## config.mk

```make
export PLATFORM = sky130hd
export DESIGN_NAME = button_click_hold_detector
export DESIGN_NICKNAME = d
export VERILOG_FILES = /design/src/hw/rtl/bchd_pkg.sv /design/src/hw/rtl/bchd_front.sv /design/src/hw/rtl/bchd_back.sv /design/src/hw/rtl/button_click_hold_detector.sv
export SDC_FILE = /design/constraint.sdc
export NUM_CORES = 1
export LEC_CHECK = 0
export ABC_CLOCK_PERIOD_IN_PS = 17100
export BUFFER_PORTS_ARGS = -buffer_cell sky130_fd_sc_hd__buf_4
export CAP_MARGIN = 20
export CORE_ASPECT_RATIO = 1.75
export CORE_MARGIN = 2
export CORE_UTILIZATION = 67
export DETAILED_ROUTE_END_ITERATION = 10
export PLACE_DENSITY_LB_ADDON = 0.3
export SYNTH_ARGS = -nofsm -noshare
export SYNTH_HDL_FRONTEND = slang
export SYNTH_SLANG_ARGS = --single-unit
```

## constraint.sdc

```tcl
create_clock -name clk -period 17.1 [get_ports clk]
set_input_delay 1.71 -clock clk [delete_from_list [all_inputs] [get_ports clk]]
set_output_delay 1.71 -clock clk [all_outputs]
set_load 0.02 [all_outputs]
```

## src/hw/rtl/bchd_pkg.sv

```systemverilog
// Shared types, register codes and constants of the button click and hold detector.
`timescale 1ns / 1ps
`default_nettype none
package bchd_pkg;

	localparam int AGE_W   = 16;
	localparam int CLICK_W = 8;
	localparam int ADC_W   = 10;
	localparam int IDX_W   = 3;

	localparam logic [ADC_W-1:0]   ANALOG_THRESHOLD = 10'd512;
	localparam logic [AGE_W-1:0]   AGE_MAX          = 16'hFFFF;
	localparam logic [CLICK_W-1:0] CLICKS_MAX       = 8'hFF;

	// Configuration register indexes.
	localparam logic [IDX_W-1:0] REG_USE_DIGITAL   = 3'd0;
	localparam logic [IDX_W-1:0] REG_INVERT_LEVEL  = 3'd1;
	localparam logic [IDX_W-1:0] REG_DEBOUNCE      = 3'd2;
	localparam logic [IDX_W-1:0] REG_CLICK_TIMEOUT = 3'd3;
	localparam logic [IDX_W-1:0] REG_HOLD          = 3'd4;
	localparam logic [IDX_W-1:0] REG_MAX_CLICKS    = 3'd5;

	typedef struct packed {
		logic             digital_level;
		logic [ADC_W-1:0] analog_sample;
	} item_t;

	typedef struct packed {
		logic               pressed;
		logic               held;
		logic               click_report;
		logic [CLICK_W-1:0] click_total;
		logic               hold_began;
		logic               hold_ended;
	} result_t;

	typedef struct packed {
		logic               use_digital;
		logic               invert_level;
		logic [AGE_W-1:0]   debounce_ticks;
		logic [AGE_W-1:0]   click_timeout_ticks;
		logic [AGE_W-1:0]   hold_ticks;
		logic [CLICK_W-1:0] max_clicks;
	} cfg_t;

	// Classified tick handed from the front end to the back end.
	typedef struct packed {
		logic valid;
		logic raw;
	} tick_t;

endpackage
`default_nettype wire

```

## src/hw/rtl/bchd_front.sv

```systemverilog
// Front end: takes input beats, derives the raw button level and queues it.
`timescale 1ns / 1ps
`default_nettype none
module bchd_front import bchd_pkg::*; (
	input  wire logic  clk,
	input  wire logic  arst_n,
	input  wire cfg_t  cfg,
	input  wire logic  push,
	output logic       full,
	input  wire item_t item,
	output tick_t      tick,
	input  wire logic  take
);

	logic       slot_q [2];
	logic       rd_ptr_q;
	logic       wr_ptr_q;
	logic [1:0] count_q;
	logic       raw;
	logic       do_push;
	logic       do_pop;

	always_comb begin
		raw = cfg.use_digital ? item.digital_level : (item.analog_sample > ANALOG_THRESHOLD);
		raw = raw ^ cfg.invert_level;
	end

	assign full       = count_q[1];
	assign do_push    = push && !full;
	assign tick.valid = count_q != 2'd0;
	assign tick.raw   = slot_q[rd_ptr_q];
	assign do_pop     = take && tick.valid;

	always_ff @(posedge clk) begin
		if (do_push) begin
			slot_q[wr_ptr_q] <= raw;
		end
	end

	always_ff @(posedge clk or negedge arst_n) begin
		if (!arst_n) begin
			rd_ptr_q <= 1'b0;
			wr_ptr_q <= 1'b0;
			count_q  <= 2'd0;
		end else begin
			if (do_push) begin
				wr_ptr_q <= ~wr_ptr_q;
			end
			if (do_pop) begin
				rd_ptr_q <= ~rd_ptr_q;
			end
			if (do_push && !do_pop) begin
				count_q <= count_q + 2'd1;
			end else if (do_pop && !do_push) begin
				count_q <= count_q - 2'd1;
			end
		end
	end

endmodule
`default_nettype wire

```

## src/hw/rtl/bchd_back.sv

```systemverilog
// Back end: debounce, click and hold tracking, and the result queue.
`timescale 1ns / 1ps
`default_nettype none
module bchd_back import bchd_pkg::*; (
	input  wire logic  clk,
	input  wire logic  arst_n,
	input  wire cfg_t  cfg,
	input  wire tick_t tick,
	output logic       take,
	output logic       empty,
	input  wire logic  pop,
	output result_t    result
);

	logic               prev_raw_q;
	logic               debounced_q;
	logic               holding_q;
	logic [AGE_W-1:0]   stable_age_q;
	logic [AGE_W-1:0]   press_age_q;
	logic [AGE_W-1:0]   release_age_q;
	logic [CLICK_W-1:0] pending_q;

	logic [AGE_W-1:0]   stable_age;
	logic [AGE_W-1:0]   press_age;
	logic [AGE_W-1:0]   release_age;
	logic [CLICK_W-1:0] pending;
	logic               deb;
	logic               hold;
	result_t            res;

	result_t    slot_q [2];
	logic       rd_ptr_q;
	logic       wr_ptr_q;
	logic [1:0] count_q;
	logic       do_pop;

	assign take   = tick.valid && !count_q[1];
	assign empty  = count_q == 2'd0;
	assign result = slot_q[rd_ptr_q];
	assign do_pop = pop && !empty;

	always_comb begin
		stable_age  = (stable_age_q  == AGE_MAX) ? AGE_MAX : stable_age_q  + 16'd1;
		press_age   = (press_age_q   == AGE_MAX) ? AGE_MAX : press_age_q   + 16'd1;
		release_age = (release_age_q == AGE_MAX) ? AGE_MAX : release_age_q + 16'd1;
		pending     = pending_q;
		hold        = holding_q;
		res         = '0;

		if (tick.raw != prev_raw_q) begin
			stable_age = '0;
		end
		deb = (stable_age > cfg.debounce_ticks) ? tick.raw : debounced_q;

		// debounced_q also serves as the previous debounced state.
		if (deb) begin
			if (!debounced_q) begin
				press_age = '0;
			end else if (!holding_q && press_age >= cfg.hold_ticks) begin
				if (pending != '0) begin
					res.click_report = 1'b1;
					res.click_total  = pending;
					pending          = '0;
				end
				hold           = 1'b1;
				res.hold_began = 1'b1;
			end
		end else begin
			if (holding_q) begin
				hold           = 1'b0;
				res.hold_ended = 1'b1;
			end else if (debounced_q) begin
				if (pending != CLICKS_MAX) begin
					pending = pending + 8'd1;
				end
				release_age = '0;
				if (pending >= cfg.max_clicks) begin
					res.click_report = 1'b1;
					res.click_total  = pending;
					pending          = '0;
				end
			end
		end

		if (release_age >= cfg.click_timeout_ticks && pending != '0) begin
			res.click_report = 1'b1;
			res.click_total  = pending;
			pending          = '0;
		end

		res.pressed = deb;
		res.held    = hold;
	end

	always_ff @(posedge clk or negedge arst_n) begin
		if (!arst_n) begin
			prev_raw_q    <= 1'b0;
			debounced_q   <= 1'b0;
			holding_q     <= 1'b0;
			stable_age_q  <= '0;
			press_age_q   <= '0;
			release_age_q <= '0;
			pending_q     <= '0;
		end else if (take) begin
			prev_raw_q    <= tick.raw;
			debounced_q   <= deb;
			holding_q     <= hold;
			stable_age_q  <= stable_age;
			press_age_q   <= press_age;
			release_age_q <= release_age;
			pending_q     <= pending;
		end
	end

	always_ff @(posedge clk) begin
		if (take) begin
			slot_q[wr_ptr_q] <= res;
		end
	end

	always_ff @(posedge clk or negedge arst_n) begin
		if (!arst_n) begin
			rd_ptr_q <= 1'b0;
			wr_ptr_q <= 1'b0;
			count_q  <= 2'd0;
		end else begin
			if (take) begin
				wr_ptr_q <= ~wr_ptr_q;
			end
			if (do_pop) begin
				rd_ptr_q <= ~rd_ptr_q;
			end
			if (take && !do_pop) begin
				count_q <= count_q + 2'd1;
			end else if (do_pop && !take) begin
				count_q <= count_q - 2'd1;
			end
		end
	end

endmodule
`default_nettype wire

```

## src/hw/rtl/button_click_hold_detector.sv

```systemverilog
// Top level of the button click and hold detector: configuration registers and the two halves.
// Usage:
// Each input beat is one millisecond tick with a digital level and a 10-bit analog sample.
// A beat is taken at a rising edge with push high and full low. Every input beat gives
// exactly one result beat, in order: the debounced pressed and held state, a click count
// report, and hold start and hold end flags. A result waits on the result ports while
// empty is low and is taken at a rising edge with pop high.
// A beat taken into the input queue goes through the back end into the result queue, and then
// shows on the result ports and can be popped. Throughput is one beat per cycle while the
// receiver keeps popping; the back end updates its state as it takes each beat, and a
// two-entry queue on each side of it keeps that rate while results wait.
// When the receiver stalls, the result queue fills, the back end stops, then the input
// queue fills and full rises; nothing is dropped.
// The registers are written through wr_en, wr_index and wr_data at any edge with wr_en
// high, and are meant to change only while no beat is in flight. Indexes past the last
// register are ignored.
// Asynchronous reset clears all tracking state, empties both queues and loads the
// register defaults: digital input, no inversion, debounce 50, click timeout 500,
// hold 700 and five clicks maximum.
`timescale 1ns / 1ps
`default_nettype none
module button_click_hold_detector import bchd_pkg::*; (
	input  wire logic             clk,
	input  wire logic             arst_n,
	input  wire logic             wr_en,
	input  wire logic [IDX_W-1:0] wr_index,
	input  wire logic [AGE_W-1:0] wr_data,
	input  wire logic             push,
	output logic                  full,
	input  wire item_t            item,
	output logic                  empty,
	input  wire logic             pop,
	output result_t               result
);

	cfg_t  cfg_q;
	tick_t tick;
	logic  take;

	// Register file. Only the low bits of the data that a register holds are kept.
	always_ff @(posedge clk or negedge arst_n) begin
		if (!arst_n) begin
			cfg_q.use_digital         <= 1'b1;
			cfg_q.invert_level        <= 1'b0;
			cfg_q.debounce_ticks      <= 16'd50;
			cfg_q.click_timeout_ticks <= 16'd500;
			cfg_q.hold_ticks          <= 16'd700;
			cfg_q.max_clicks          <= 8'd5;
		end else if (wr_en) begin
			case (wr_index)
				REG_USE_DIGITAL:   cfg_q.use_digital         <= wr_data[0];
				REG_INVERT_LEVEL:  cfg_q.invert_level        <= wr_data[0];
				REG_DEBOUNCE:      cfg_q.debounce_ticks      <= wr_data;
				REG_CLICK_TIMEOUT: cfg_q.click_timeout_ticks <= wr_data;
				REG_HOLD:          cfg_q.hold_ticks          <= wr_data;
				REG_MAX_CLICKS:    cfg_q.max_clicks          <= wr_data[CLICK_W-1:0];
				default: begin
				end
			endcase
		end
	end

	// The front end picks the raw level, inverts it when so configured, and queues it.
	bchd_front u_front (
		.clk    (clk),
		.arst_n (arst_n),
		.cfg    (cfg_q),
		.push   (push),
		.full   (full),
		.item   (item),
		.tick   (tick),
		.take   (take)
	);

	// The back end runs the debounce, click and hold logic and queues the results.
	bchd_back u_back (
		.clk    (clk),
		.arst_n (arst_n),
		.cfg    (cfg_q),
		.tick   (tick),
		.take   (take),
		.empty  (empty),
		.pop    (pop),
		.result (result)
	);

endmodule
`default_nettype wire
```

==> results.toml <==
[sta]
hold_violations = 0
max_freq_mhz = 174
tightestPinTransition_ps = 1010
finalSetupViolCount = 0
max_slew_margin_pct = 32.5
rsz0062_at_grt = "no"
setup-tns-final_ps = 0
slew_viol_final = 0
min_period_ps = 5730
finalCritPeriodShare_pct = 33.5
skew_ps = 8.81

[clock_network]
clock_sinks = 153
hold_buffers = 0
htree_levels = 4
cts_setup_buffers = 0
clk_pin_slew_ps = 70
clock_path_buffers = 2
cts-resized-gates = 0
cts_buffers = 17
cts_tree = "built"
clk_latency_ps = 420
cts_root_buf = "clkbuf_16"

[floorplanning]
die_width_microns = 91.5
num_io_pins = 50
coreArea_sq_mm = 0.0132
fp-row-count = 56
fp.dieH_microns = 157
start_util_pct = 67.8
die_area_sq_mm = 0.0144

[worst_setup_path]
worstSetupStartpointType = "flop"
worstPathMaxFanout = 35
critical_path_arrival_ps = 5900
critPathSlowestCell = "or2_2"
r2r_slack_ps = 11370
slowest_delay_ps = 490
cpMostUsedCell = "a21oi_1"
path_delay_family = "simple AND/OR/NAND/NOR gates"
required_ps = 17270
crit_buf_inv = 2
path_class = "flop to flop"
end_kind = "flop"
crit_chain = "and3_1 -> and3_1 -> nand4_1 -> or2_2 -> a21oi_1 -> ha_1 -> a21oi_1 -> nor3_1 -> nor3_1 -> and4_4 -> nor3_4 -> buf_4 -> a21o_1 -> ha_1 -> nand2b_1 -> a21o_1 -> a21o_1 -> a21oi_1 -> o21ai_1 -> a21oi_1 -> buf_4 -> o21bai_1 -> a221o_1"

[yosys]
synth_nets = 1004
yosys_warnings = 0
synth_cell_types = 69
yosys_most_used_dff = "dfrtp_1"
synth_area_sq_mm = 0.00897
post_synth.cell_area_avg_sq_um = 9.90
async_reset_ff_share_pct = 81.7
synth_edf_count = 28
synth_top_area_share_pct = 29.8
syn_inst = 906
ys_seq_area_share_pct = 44.5
synth_seq_cells = 153
ys_top_cells_by_area = "dfrtp_1 30%, edfxtp_1 9.4%, ha_1 8.8%"
yosys.area.top_type = "dfrtp_1"

[global_routing]
grt_usage_pct = 28.4
grt_max_degree = 72
antenna_found_initial = 0
grt_pass1_wl_microns = 32400
grt.overflow.total = 0
first_global_vias = 6908

[power_and_ir_drop]
total_power_mw = 1.33
combPwrFrac_pct = 33.7
power.internal_mw = 0.853
power_switching_mw = 0.474
switching_share_pct = 35.7
powerDensity_mw_per_mm2 = 132
seqPwrFrac_pct = 39.1
peakVddDrop_v = 0.0000810
clkPwrFrac_pct = 27.2
power_leakage_nw = 4.61

[detailed_routing]
postRouteWirelength_microns = 19800
drc = 0
ant_nets = 0
dr.pass1.iters = 5
viasPerCell = 6.13
vias = 6932
drtIter0Drc = 407
wl_per_cell_microns = 17.5

[final_layout]
num_antenna_cells = 0
nets = 1042
finalInstanceArea_sq_mm = 0.0100
fillers = 871
final_layout_size_suffix_gt1_share_pct = 19.5
area_growth_pct = 11.8

[placed_design]
hpwl_microns = 13600
placed_area_sq_mm = 0.00946
gp_congestion = 0.896
io_buffers = 49

[hold_path]
min_path_type = "flop to flop"

[outcome]
outcome = "completed"

[flow_run]
drv_cap = 0
[layer usage]
metal / vias to the layer above / global-route usage, % / share of wire, %
li1: 3322 / - / -
met1: 3351 / 32.0 / 38
met2: 205 / 51.6 / 54
met3: 54 / 4.98 / 4.5
met4: 0 / 13.4 / 3.7
met5: - / 0 / 0
[worst paths after layout]
path                                                    start                                   to  cells after the start
max                        u_back.stable_age_q[6]$_DFFE_PN0P_        u_back.slot_q[1][3]$_DFFE_PP_                     23
min                              u_front.rd_ptr_q$_DFFE_PN0P_         u_front.rd_ptr_q$_DFFE_PN0P_                      1
max reg2reg                u_back.stable_age_q[6]$_DFFE_PN0P_        u_back.slot_q[1][3]$_DFFE_PP_                     23
min reg2reg                      u_front.rd_ptr_q$_DFFE_PN0P_         u_front.rd_ptr_q$_DFFE_PN0P_                      1
max in group asynchronous                              arst_n  u_back.stable_age_q[11]$_DFFE_PN0P_                      2
min in group asynchronous                              arst_n                cfg_q[18]$_DFFE_PN0P_                      1
[metrics by stage]
step	utilization (%)	setup slack, ps	std cells	hold WS (ps)
6_report	75.7	11370	1131	499
3_3_place_gp	71.4	11680	1099	475
4_1_cts	75.7	11430	1131	499
3_5_place_dp	71.4	11520	1099	485
2_1_floorplan	-	11730	906	460
5_1_grt	75.7	11000	1131	507
[synthesized netlist by cell type (all sizes together) (5+ instances only)]
library cell    n
and2            9
a31oi          14
mux2i           7
or2             5
nor2           44
nor3           13
xor2           18
a22o           15
dfstp          18
o22ai           6
a31o            7
nand2          94
o21ai          55
a22oi           9
dfrtp         107
clkbuf         26
nor2b           5
edfxtp         28
nand4          17
inv            75
o31ai           6
ha             63
nand3          22
a21oi          69
nand2b          9
and4            8
a21o           12
xnor2          24
and3           18
buf            12
mux2           53
[flip-flops by register name, summed over array words and instances, names as in the netlist, 8 cells and up]
register and count:
u_back.pending_q 8, u_back.press_age_q 16, u_back.slot_q 26, cfg_q 58, u_back.stable_age_q 16, u_back.release_age_q 16
[power groups by stage]
stage | registers (mW) | clock network [mW] | logic (mW)
floorplan | 0.505 | 0 | 0.325
global placement | 0.520 | 0 | 0.421
detailed placement | 0.524 | 0 | 0.435
CTS | 0.519 | 0.366 | 0.447
global route | 0.528 | 0.379 | 0.494
finish | 0.519 | 0.361 | 0.447
[cell type report]
class / instances / area, sq um / area share, %
sequential: 153 / 3990 / 39.8
clock inverter: 15 / 143 / 1.42
timing repair buffer: 57 / 428 / 4.27
clock buffer: 17 / 425 / 4.24
multi-input combinational: 640 / 4540 / 45.3
tap: 174 / 218 / 2.17
inverter: 75 / 282 / 2.81
[logic make-up after synthesis]
family | after synthesis | synth area share, %
AND/OR/NAND/NOR | 255 | 14.6
AO/OA/AOI/OAI | 220 | 15.7
flip-flops | 153 | 44.5
buffers and inverters | 113 | 4.95
adder cells (fa/ha/maj) | 63 | 8.78
multiplexers | 60 | 7.43
XOR/XNOR | 42 | 4.10
[layout by cell type, fill, tap and decap left out, types with 5 or more instances in the layout]
cell       netlist  layout
and3_1          17      17
mux2i_1          7       7
a21oi_1         68      68
buf_4            1      57
xor2_1          18      18
ha_1            63      63
nor2_1          43      43
nor3_1          12      11
mux2_2          53      53
a21o_1          10      10
dfstp_2         18      18
and4_1           7       7
nand4_1         16      16
dfrtp_1        107     107
nand2_1         94      94
o31ai_1          6       6
nand3_1         21      21
edfxtp_1        28      28
inv_1           74      74
a22oi_1          9       9
o22ai_1          6       6
xnor2_1         24      24
o21ai_0         50      50
a31oi_1         14      14
a31o_2           7       7
a22o_1          15      15
and2_1           9       9
clkbuf_16        0      17
nand2b_1         9       9
nor2b_1          5       5
No activity file was read; power rests on OpenSTA's default activity.
